`config.mk`:
```
export PLATFORM = sky130hd
export DESIGN_NAME = button_stepped_fan_pwm_with_display
export DESIGN_NICKNAME = d
export VERILOG_FILES = /design/src/hw/rtl/bsfpwm_pkg.sv /design/src/hw/rtl/button_stepped_fan_pwm_with_display.sv
export SDC_FILE = /design/constraint.sdc
export NUM_CORES = 1
export LEC_CHECK = 0
export BUFFER_PORTS_ARGS = -buffer_cell sky130_fd_sc_hd__buf_4
export CAP_MARGIN = 15
export CORE_AREA = 3 3 116 118
export DETAILED_ROUTE_END_ITERATION = 10
export DIE_AREA = 0 0 119 121
export HOLD_SLACK_MARGIN = 0.06
export PLACE_DENSITY_LB_ADDON = 0.3
export SKIP_LAST_GASP = 1
export SLEW_MARGIN = 5
export SYNTH_ARGS = -nofsm -noshare
export SYNTH_HDL_FRONTEND = slang
export SYNTH_SLANG_ARGS = --single-unit
```
`constraint.sdc`:
```
create_clock -name aclk -period 6.8 [get_ports aclk]
set_input_delay 0 -clock aclk [delete_from_list [all_inputs] [get_ports aclk]]
set_output_delay 0 -clock aclk [all_outputs]
set_load 0.05 [all_outputs]
```
`src/hw/rtl/bsfpwm_pkg.sv`:
```
`timescale 1ns / 1ps

package bsfpwm_pkg;

    // Speed range and configuration reset
    localparam logic [6:0] PCT_MAX         = 7'd100;
    localparam logic [6:0] STEP_RESET      = 7'd25;

    // floor(pct * 255 / 100) == (pct * DUTY_MULT) >> DUTY_SHIFT for pct in 0..100
    localparam logic [17:0] DUTY_MULT      = 18'd167117;
    localparam int          DUTY_SHIFT     = 16;

    // floor(x / 10) == (x * TENS_MULT) >> TENS_SHIFT for x in 0..99
    localparam logic [7:0]  TENS_MULT      = 8'd205;
    localparam int          TENS_SHIFT     = 11;

    // Display digit positions
    localparam logic [1:0] DIGIT_THOUSANDS = 2'd0;
    localparam logic [1:0] DIGIT_HUNDREDS  = 2'd1;
    localparam logic [1:0] DIGIT_TENS      = 2'd2;
    localparam logic [1:0] DIGIT_ONES      = 2'd3;

    // Seven-segment pattern for a decimal digit, bit0 is segment a, dot off
    function automatic logic [7:0] seg_of(input logic [3:0] digit);
        logic [7:0] seg;
        unique case (digit)
            4'd0:    seg = 8'd63;
            4'd1:    seg = 8'd6;
            4'd2:    seg = 8'd91;
            4'd3:    seg = 8'd79;
            4'd4:    seg = 8'd102;
            4'd5:    seg = 8'd109;
            4'd6:    seg = 8'd125;
            4'd7:    seg = 8'd7;
            4'd8:    seg = 8'd127;
            4'd9:    seg = 8'd111;
            default: seg = 8'd0;
        endcase
        return seg;
    endfunction

endpackage

```
`src/hw/rtl/button_stepped_fan_pwm_with_display.sv`:
```
`timescale 1ns / 1ps

// A poll word sits in the input register from its accepting edge and moves into the result
// register once the result side is free; its four digit words then follow in turn on m_tready.
// The input register can take the next poll while the digits of the last one are emitted.
// Reset (aresetn low, synchronous): speed 0, both buttons disarmed, step 25, all words dropped.
module button_stepped_fan_pwm_with_display (
    input  logic        aclk,
    input  logic        aresetn,
    // poll words
    input  logic        s_tvalid,
    output logic        s_tready,
    input  logic [7:0]  s_tdata,    // [0] dec_button, [1] inc_button, [7:2] zero
    // digit words
    output logic        m_tvalid,
    input  logic        m_tready,
    output logic [23:0] m_tdata,    // [7:0] duty, [8] alarm, [15:9] percent, [23:16] segments
    output logic [1:0]  m_tuser,    // [1:0] digit_index
    output logic        m_tlast,
    // step size register
    input  logic        cfg_valid,
    output logic        cfg_ready,
    input  logic [6:0]  cfg_data
);
    import bsfpwm_pkg::*;

    logic [6:0]  step_reg;
    logic        in_valid_reg;
    logic        in_dec_reg;
    logic        in_inc_reg;
    logic        dec_armed_reg;
    logic        inc_armed_reg;
    logic [6:0]  speed_reg;
    logic [6:0]  speed_next;
    logic        alarm_reg;
    logic        alarm_next;
    logic        res_valid_reg;
    logic [1:0]  digit_reg;

    logic        advance;
    logic        last_beat;
    logic        dec_release;
    logic        inc_release;
    logic [6:0]  pct_after_dec;
    logic        dec_hit;
    logic [7:0]  inc_sum;
    logic        inc_hit;

    logic [24:0] duty_prod;
    logic [6:0]  below_hundred;
    logic [14:0] tens_prod;
    logic [3:0]  tens_digit;
    logic [6:0]  tens_times_ten;
    logic [6:0]  ones_full;
    logic [3:0]  hundreds_digit;
    logic [7:0]  seg;

    // Control flow
    assign last_beat = (digit_reg == DIGIT_ONES);
    assign advance   = in_valid_reg && (!res_valid_reg || (m_tready && last_beat));
    assign s_tready  = !in_valid_reg || advance;
    assign cfg_ready = 1'b1;

    // Button releases
    assign dec_release = !in_dec_reg && dec_armed_reg;
    assign inc_release = !in_inc_reg && inc_armed_reg;

    // Decrement first, clamp at zero
    always_comb begin
        dec_hit       = 1'b0;
        pct_after_dec = speed_reg;
        if (dec_release) begin
            if (step_reg > speed_reg) begin
                dec_hit       = 1'b1;
                pct_after_dec = 7'd0;
            end else begin
                pct_after_dec = speed_reg - step_reg;
            end
        end
    end

    // Then increment, clamp at full speed
    assign inc_sum = {1'b0, pct_after_dec} + {1'b0, step_reg};
    always_comb begin
        inc_hit    = 1'b0;
        speed_next = pct_after_dec;
        if (inc_release) begin
            if (inc_sum > {1'b0, PCT_MAX}) begin
                inc_hit    = 1'b1;
                speed_next = PCT_MAX;
            end else begin
                speed_next = inc_sum[6:0];
            end
        end
    end
    assign alarm_next = dec_hit || inc_hit;

    // Step register
    always_ff @(posedge aclk) begin
        if (!aresetn) begin
            step_reg <= STEP_RESET;
        end else if (cfg_valid && cfg_ready) begin
            step_reg <= cfg_data;
        end
    end

    // Input register: hold the poll word until the result side frees up
    always_ff @(posedge aclk) begin
        if (!aresetn) begin
            in_valid_reg <= 1'b0;
        end else if (s_tvalid && s_tready) begin
            in_valid_reg <= 1'b1;
        end else if (advance) begin
            in_valid_reg <= 1'b0;
        end
    end

    always_ff @(posedge aclk) begin
        if (s_tvalid && s_tready) begin
            in_dec_reg <= s_tdata[0];
            in_inc_reg <= s_tdata[1];
        end
    end

    // Speed state and result register
    always_ff @(posedge aclk) begin
        if (!aresetn) begin
            dec_armed_reg <= 1'b0;
            inc_armed_reg <= 1'b0;
            speed_reg     <= 7'd0;
            alarm_reg     <= 1'b0;
            res_valid_reg <= 1'b0;
            digit_reg     <= DIGIT_THOUSANDS;
        end else if (advance) begin
            dec_armed_reg <= in_dec_reg;
            inc_armed_reg <= in_inc_reg;
            speed_reg     <= speed_next;
            alarm_reg     <= alarm_next;
            res_valid_reg <= 1'b1;
            digit_reg     <= DIGIT_THOUSANDS;
        end else if (res_valid_reg && m_tready) begin
            // advance through the digits, drop the result after the ones digit
            digit_reg <= digit_reg + 2'd1;
            if (last_beat) begin
                res_valid_reg <= 1'b0;
            end
        end
    end

    // Duty and decimal digits of the held speed
    assign duty_prod      = 25'(speed_reg) * 25'(DUTY_MULT);
    assign hundreds_digit = (speed_reg >= PCT_MAX) ? 4'd1 : 4'd0;
    assign below_hundred  = (speed_reg >= PCT_MAX) ? (speed_reg - PCT_MAX) : speed_reg;
    assign tens_prod      = 15'(below_hundred) * 15'(TENS_MULT);
    assign tens_digit     = tens_prod[TENS_SHIFT +: 4];
    assign tens_times_ten = 7'({tens_digit, 3'b000}) + 7'({tens_digit, 1'b0});
    assign ones_full      = below_hundred - tens_times_ten;

    // Pick the segment pattern of the current digit
    always_comb begin
        unique case (digit_reg)
            DIGIT_THOUSANDS: seg = seg_of(4'd0);
            DIGIT_HUNDREDS:  seg = seg_of(hundreds_digit);
            DIGIT_TENS:      seg = seg_of(tens_digit);
            DIGIT_ONES:      seg = seg_of(ones_full[3:0]);
            default:         seg = seg_of(4'd0);
        endcase
    end

    assign m_tvalid = res_valid_reg;
    assign m_tdata  = {seg, speed_reg, alarm_reg, duty_prod[DUTY_SHIFT +: 8]};
    assign m_tuser  = digit_reg;
    assign m_tlast  = last_beat;

endmodule
```
; After elaboration in Yosys (flattened, before gate mapping)
; Memories as Yosys holds them, arrays and structs flattened.
; Cells that the tools add are included.
[word_totals]
regBits = 23
mem_bits_ro = 336
inputBits = 20
wordCells = 63
memories = 3
[classes]
add_sub_neg = 6
mul = 2
n_lt_le_gt_ge = 3
eq_ne = 3
muxes = 16
bitwise_logic = 1
n_reduce_logical = 19
[mem_list]
columns = memory, depth, word_bits, read_ports, rd_clocked_by_memory_dff, wr, line
row1 = (no name shown), 16, 7, 1, 0, 0, bsfpwm_pkg.sv:26  ; unique case (digit)
row2 = (no name shown), 16, 7, 1, 0, 0, bsfpwm_pkg.sv:26
row3 = (no name shown), 16, 7, 1, 0, 0, bsfpwm_pkg.sv:26
[op_table]
columns = cell, count
row1 = $mux W7, 5
row2 = $pmux W8 S4, 1
row3 = $mul A7 B18 Y24 const B, 1
row4 = $mul A7 B8 Y15 const B, 1
row5 = $mux W1, 10
row6 = $add A7 B7 Y8, 1
row7 = $gt A8 B7 Y1 const B, 1
row8 = $ge A7 B7 Y1 const B, 1
row9 = $gt A7 B7 Y1, 1
row10 = $sub A7 B7 Y7, 1
row11 = $sub A7 B7 Y7 const B, 1
row12 = $logic_and A1 B1 Y1, 6
row13 = $reduce_bool A2 Y1, 3
row14 = $add A4 B4 Y4, 1
row15 = $eq A2 B2 Y1 const B, 2
row16 = $logic_not A1 Y1, 4
row17 = $sub A4 B4 Y4, 1
row18 = $logic_or A1 B1 Y1, 3
row19 = $add A2 B1 Y2 const B, 1
row20 = $eq A2 B1 Y1 const B, 1
row21 = $logic_not A2 Y1, 1
row22 = $reduce_and A2 Y1, 1
row23 = $reduce_or A2 Y1, 1
row24 = $not A1 Y1, 1

; Logic depth before layout (Yosys ltp)
[depth]
ltp_word = 8
depth_mapped = 27
ltp_nobuf = 26

; Least setup slack after synthesis
; OpenSTA, ideal clock, no wires.
[synth_path]
path_type = reg2out
from = reg speed_reg[0]
to = out m_tdata[16]
t_arrival_ps = 7782
required_ps = 6800
path_slack_ps = -982
path_stages_with_launch = 27
path_buffers = 1
cell_sequence = dfxtp_1 inv_1 ha_1 and4_4 a21oi_2 nor2b_1 xnor2_1 inv_1 ha_1 ha_1 fa_1 inv_1 fa_1 inv_1 ha_1 nand3_1 o31a_1 o2111a_1 or3_1 buf_2 ha_1 nand2_1 nand3_1 xnor2_2 xnor2_4 and2_1 o311ai_1
[synth_via]
elab_chain_len = 7
[synth_lines]
columns = item, line
row1 = from (decl), button_stepped_fan_pwm_with_display.sv:33  ; logic [6:0] speed_reg;
row2 = from (signal assigned), button_stepped_fan_pwm_with_display.sv:137  ; speed_reg <= speed_next;
row3 = $sub A7 B7 Y7 / $ge A7 B7 Y1 (equally long branches), "button_stepped_fan_pwm_with_display.sv:153, button_stepped_fan_pwm_with_display.sv:152"
row4 = $mux W7, button_stepped_fan_pwm_with_display.sv:153  ; assign below_hundred = (speed_reg >= PCT_MAX) ? (speed_reg - PCT_MAX) : speed_reg;
row5 = $mul A7 B8 Y15, button_stepped_fan_pwm_with_display.sv:154  ; assign tens_prod = 15'(below_hundred) * 15'(TENS_MULT);
row6 = $add A4 B4 Y4, button_stepped_fan_pwm_with_display.sv:156  ; assign tens_times_ten = 7'({tens_digit, 3'b000}) + 7'({tens_digit, 1'b0});
row7 = $sub A4 B4 Y4, button_stepped_fan_pwm_with_display.sv:157  ; assign ones_full = below_hundred - tens_times_ten;
row8 = $mem_v2 Z16 W7, n/a
row9 = $pmux W8 S4 *, button_stepped_fan_pwm_with_display.sv:161  ; unique case (digit_reg)
row10 = to (decl), button_stepped_fan_pwm_with_display.sv:17  ; output logic [23:0] m_tdata,
; Mark *: on every way between the ends. The rest lies on a longest branch, timed or not. The select of a mux whose other input is x is not followed.

; Final worst setup path
[layout_path]
from = reg speed_reg[3]
to = out m_tdata[20]
; The elaborated chain is that of the path after synthesis.

==> run_results.csv <==
group,metric,value,unit
status,outcome,"finished clean",
hold_path,worstHoldPathType,"input pin to register",
global_route,antenna_found_initial,0,
hold_path,worstHoldStart,"cfg_valid",
timing,setup_viol,0,
place,port_buffers,41,
global_route,grt.total_usage,14.92,%
critical_path,cp-start-kind,"register",
synthesis,synth_edf_count,2,
power,power_density,101.0,nW/um^2
timing,max_freq,152.4,MHz
clocking,numCtsBuffers,3,
timing,fin_crit,6562,ps
critical_path,r2r_cells,22,
floorplanning,die_y,121,um
synthesis,synth-seq-cells,23,
clocking,insertion_delay,250,ps
global_route,grt_max_degree,22,
clocking,clock_path_buffers,2,
finish,final_core_util,46.75,%
synthesis,syn_avg_cell_area,8.769,um^2
finish,layout_common_cells,"ha_1, inv_1, buf_4",
finish,n_fill_cell,1201,
finish,layout.nets,798,
critical_path,r2r-start,"speed_reg[1]",
global_route,gr-total-overflow,0,
finish,mostFrequentLayoutCell,"ha_1",
critical_path,slowest_stage,"fa_1",
synthesis,synth_cells,566,
critical_path,crit_path_end_kind,"output port",
place,place_worst_setup_slack,354.2,ps
timing,hold_violations,0,
critical_path,worstSetupPathType,"register to output port",
clocking,cts_tree,"yes",
hold_path,min_to,"step_reg[3]",
synthesis,synth_area_leader_cell,"ha_1",
critical_path,r2r_setup_slack,2030,ps
floorplanning,rows,41,
finish,n_antenna_cell,0,
synthesis,synth_area_leaders,"ha_1, fa_1, dfxtp_1",
synthesis,synth_seq_area_share,9.680,%
synthesis,ys_warn_count,0,
clocking,clk_pin_slew,60,ps
detailed_routing,drc,0,
detailed_routing,vias,4103,
synthesis,syn_area,4964,um^2
critical_path,worstPathRequired,6800,ps
detailed_routing,dr.first_iter.drc_count,240,
critical_path,cp_max_fo,6,
critical_path,critPathMaxStageDelay,520,ps
place,dp_hpwl,9144,um
job,cap_violations,0,
critical_path,r2r_end,"speed_reg[2]",
timing,fin_skew,3.048,ps
critical_path,crit_top_cell,"ha_1",
power,p_leak,3.133,nW
detailed_routing,antenna_left,0,
synthesis,synthesis.nets,737,
synthesis,synthFlopType,"dfxtp_1",
finish,multi_input_area,4240,um^2
clocking,clock_sinks,23,
floorplanning,die-area,14400,um^2
global_route,grt_first_pass_wirelength,18300,um
clocking,cts_htree_levels,1,
finish,area_growth,18.38,%
power,power.total,0.5932,mW
detailed_routing,wl,10830,um
synthesis,async_reset_ff_share,0,%
timing,setup_slack,238.2,ps
global_route,grt_pass1_vias,3987,
detailed_routing,viasPerCell,5.142,
timing,max_slew_margin,58.37,%
hold_path,worstHoldPathCells,2,
detailed_routing,avgRoutedWirePerCell,13.57,um
power,max-vdd-ir-drop,101.3,uV
detailed_routing,first_pass_iters,4,
finish,seqCellArea,488.0,um^2
timing,fin_crit_sh,96.50,%
synthesis,synth_cell_types,71,
finish,drive_gt1_share,16.13,%
floorplanning,fp.dieW,119,um
place,gp_congestion,0.8344,
clocking,root_buffer,"clkbuf_16",
floorplanning,coreArea,12570,um^2
synthesis,yosysTopAreaCellShare,32.52,%
timing,tightest_slew,619.9,ps
timing,report.final.slew_viol_count,0,
floorplanning,start_util,39.49,%
critical_path,worstPathArrival,6560,ps
floorplanning,top_level_ports,50,
-- repair_timing --
action / 4_1_cts / 5_1_grt
hold endpoints to repair: 11 / 0
setup endpoints to repair: 0 / 7
setup buffers: 0 / 6
hold buffers: 13 / 0
gates resized for setup: 0 / 20
-- per-layer routing --
| metal | global-route usage, % | vias to the layer above | routed length (um) | part of all wire (%) |
|---|---|---|---|---|
| met5 | 0 | - | 0 | 0 |
| met4 | 1.810 | 0 | 28 | 0.26 |
| met3 | 0.9324 | 2 | 270 | 2.5 |
| met2 | 27.76 | 50 | 5601 | 52 |
| met1 | 19.47 | 1937 | 4931 | 46 |
| li1 | - | 2114 | - | - |
-- power by group --
group          total [mW]  internal (mW)  switching [mW]
sequential          0.151          0.145         0.00604
clock               0.129         0.0791          0.0496
combinational       0.314          0.130           0.184
total               0.593          0.353           0.240
-- cell type report --
type                            count  area share, %
Timing Repair Buffer               71          9.774
Tap cell                          172          3.663
Clock inverter                      1        0.08518
Multi-Input combinational cell    455          72.17
Inverter                           73          4.727
Clock buffer                        3          1.278
Sequential cell                    23          8.305
-- per-stage QoR --
| step | TNS (ps) | cell area [um^2] | hold slack, ps | instances |
|---|---|---|---|---|
| after global routing | -11.36 | 5876 | 79.51 | 798 |
| after global placement | 0 | 5522 | 179.2 | 775 |
| after CTS | 0 | 5732 | 70.70 | 792 |
| final | 0 | 5876 | 61.81 | 798 |
| after detailed placement | 0 | 5522 | 182.7 | 775 |
| after floorplan | 0 | 5004 | 98.87 | 566 |
-- worst max-delay path: cells and delay by family, from the launching register on --
kind            cells  cell delay [ps]
buf+inv             6              710
compound gates      6             1410
simple gates        2              550
mux                 1              440
xor+xnor            3              670
flops               1              320
fa+ha+maj           7             2210
-- worst max-delay path by stage --
| stage | cells after the start | end | from |
|---|---|---|---|
| final | 25 | m_tdata[20] | speed_reg[3] |
| after global routing | 27 | m_tdata[20] | speed_reg[3] |
| after CTS | 26 | m_tdata[17] | speed_reg[3] |
| after detailed placement | 26 | m_tdata[17] | speed_reg[3] |
| after global placement | 26 | m_tdata[17] | speed_reg[3] |
| after floorplan | 26 | m_tdata[16] | speed_reg[0] |
-- cell families after synthesis --
kind of cell / Yosys count / synth area share [%]
adder cells (fa/ha/maj): 151 / 41.39
AO/OA/AOI/OAI: 133 / 18.83
multiplexers: 9 / 1.840
flip-flops: 23 / 9.680
buffers and inverters: 88 / 7.285
XOR/XNOR: 36 / 7.915
other: 2 / 0.1513
AND/OR/NAND/NOR: 124 / 12.91
-- cells in the mapped netlist, drive strengths merged, types with 3 or more instances --
library cell	count
a211o	4
a31oi	8
or2	4
and4	3
and3	4
xnor2	29
clkbuf	8
xor2	6
nand2b	8
nand2	34
o311ai	4
and2	5
a21boi	6
o31ai	6
nor3	4
nor2b	16
nand3	7
nor2	29
dfxtp	21
or3	3
fa	22
buf	7
a21oi	27
o211ai	4
a211oi	4
o21ai	31
ha	129
mux2i	8
a32o	3
inv	73
a21o	11
Note: power is estimated with default switching activity, not from simulation.
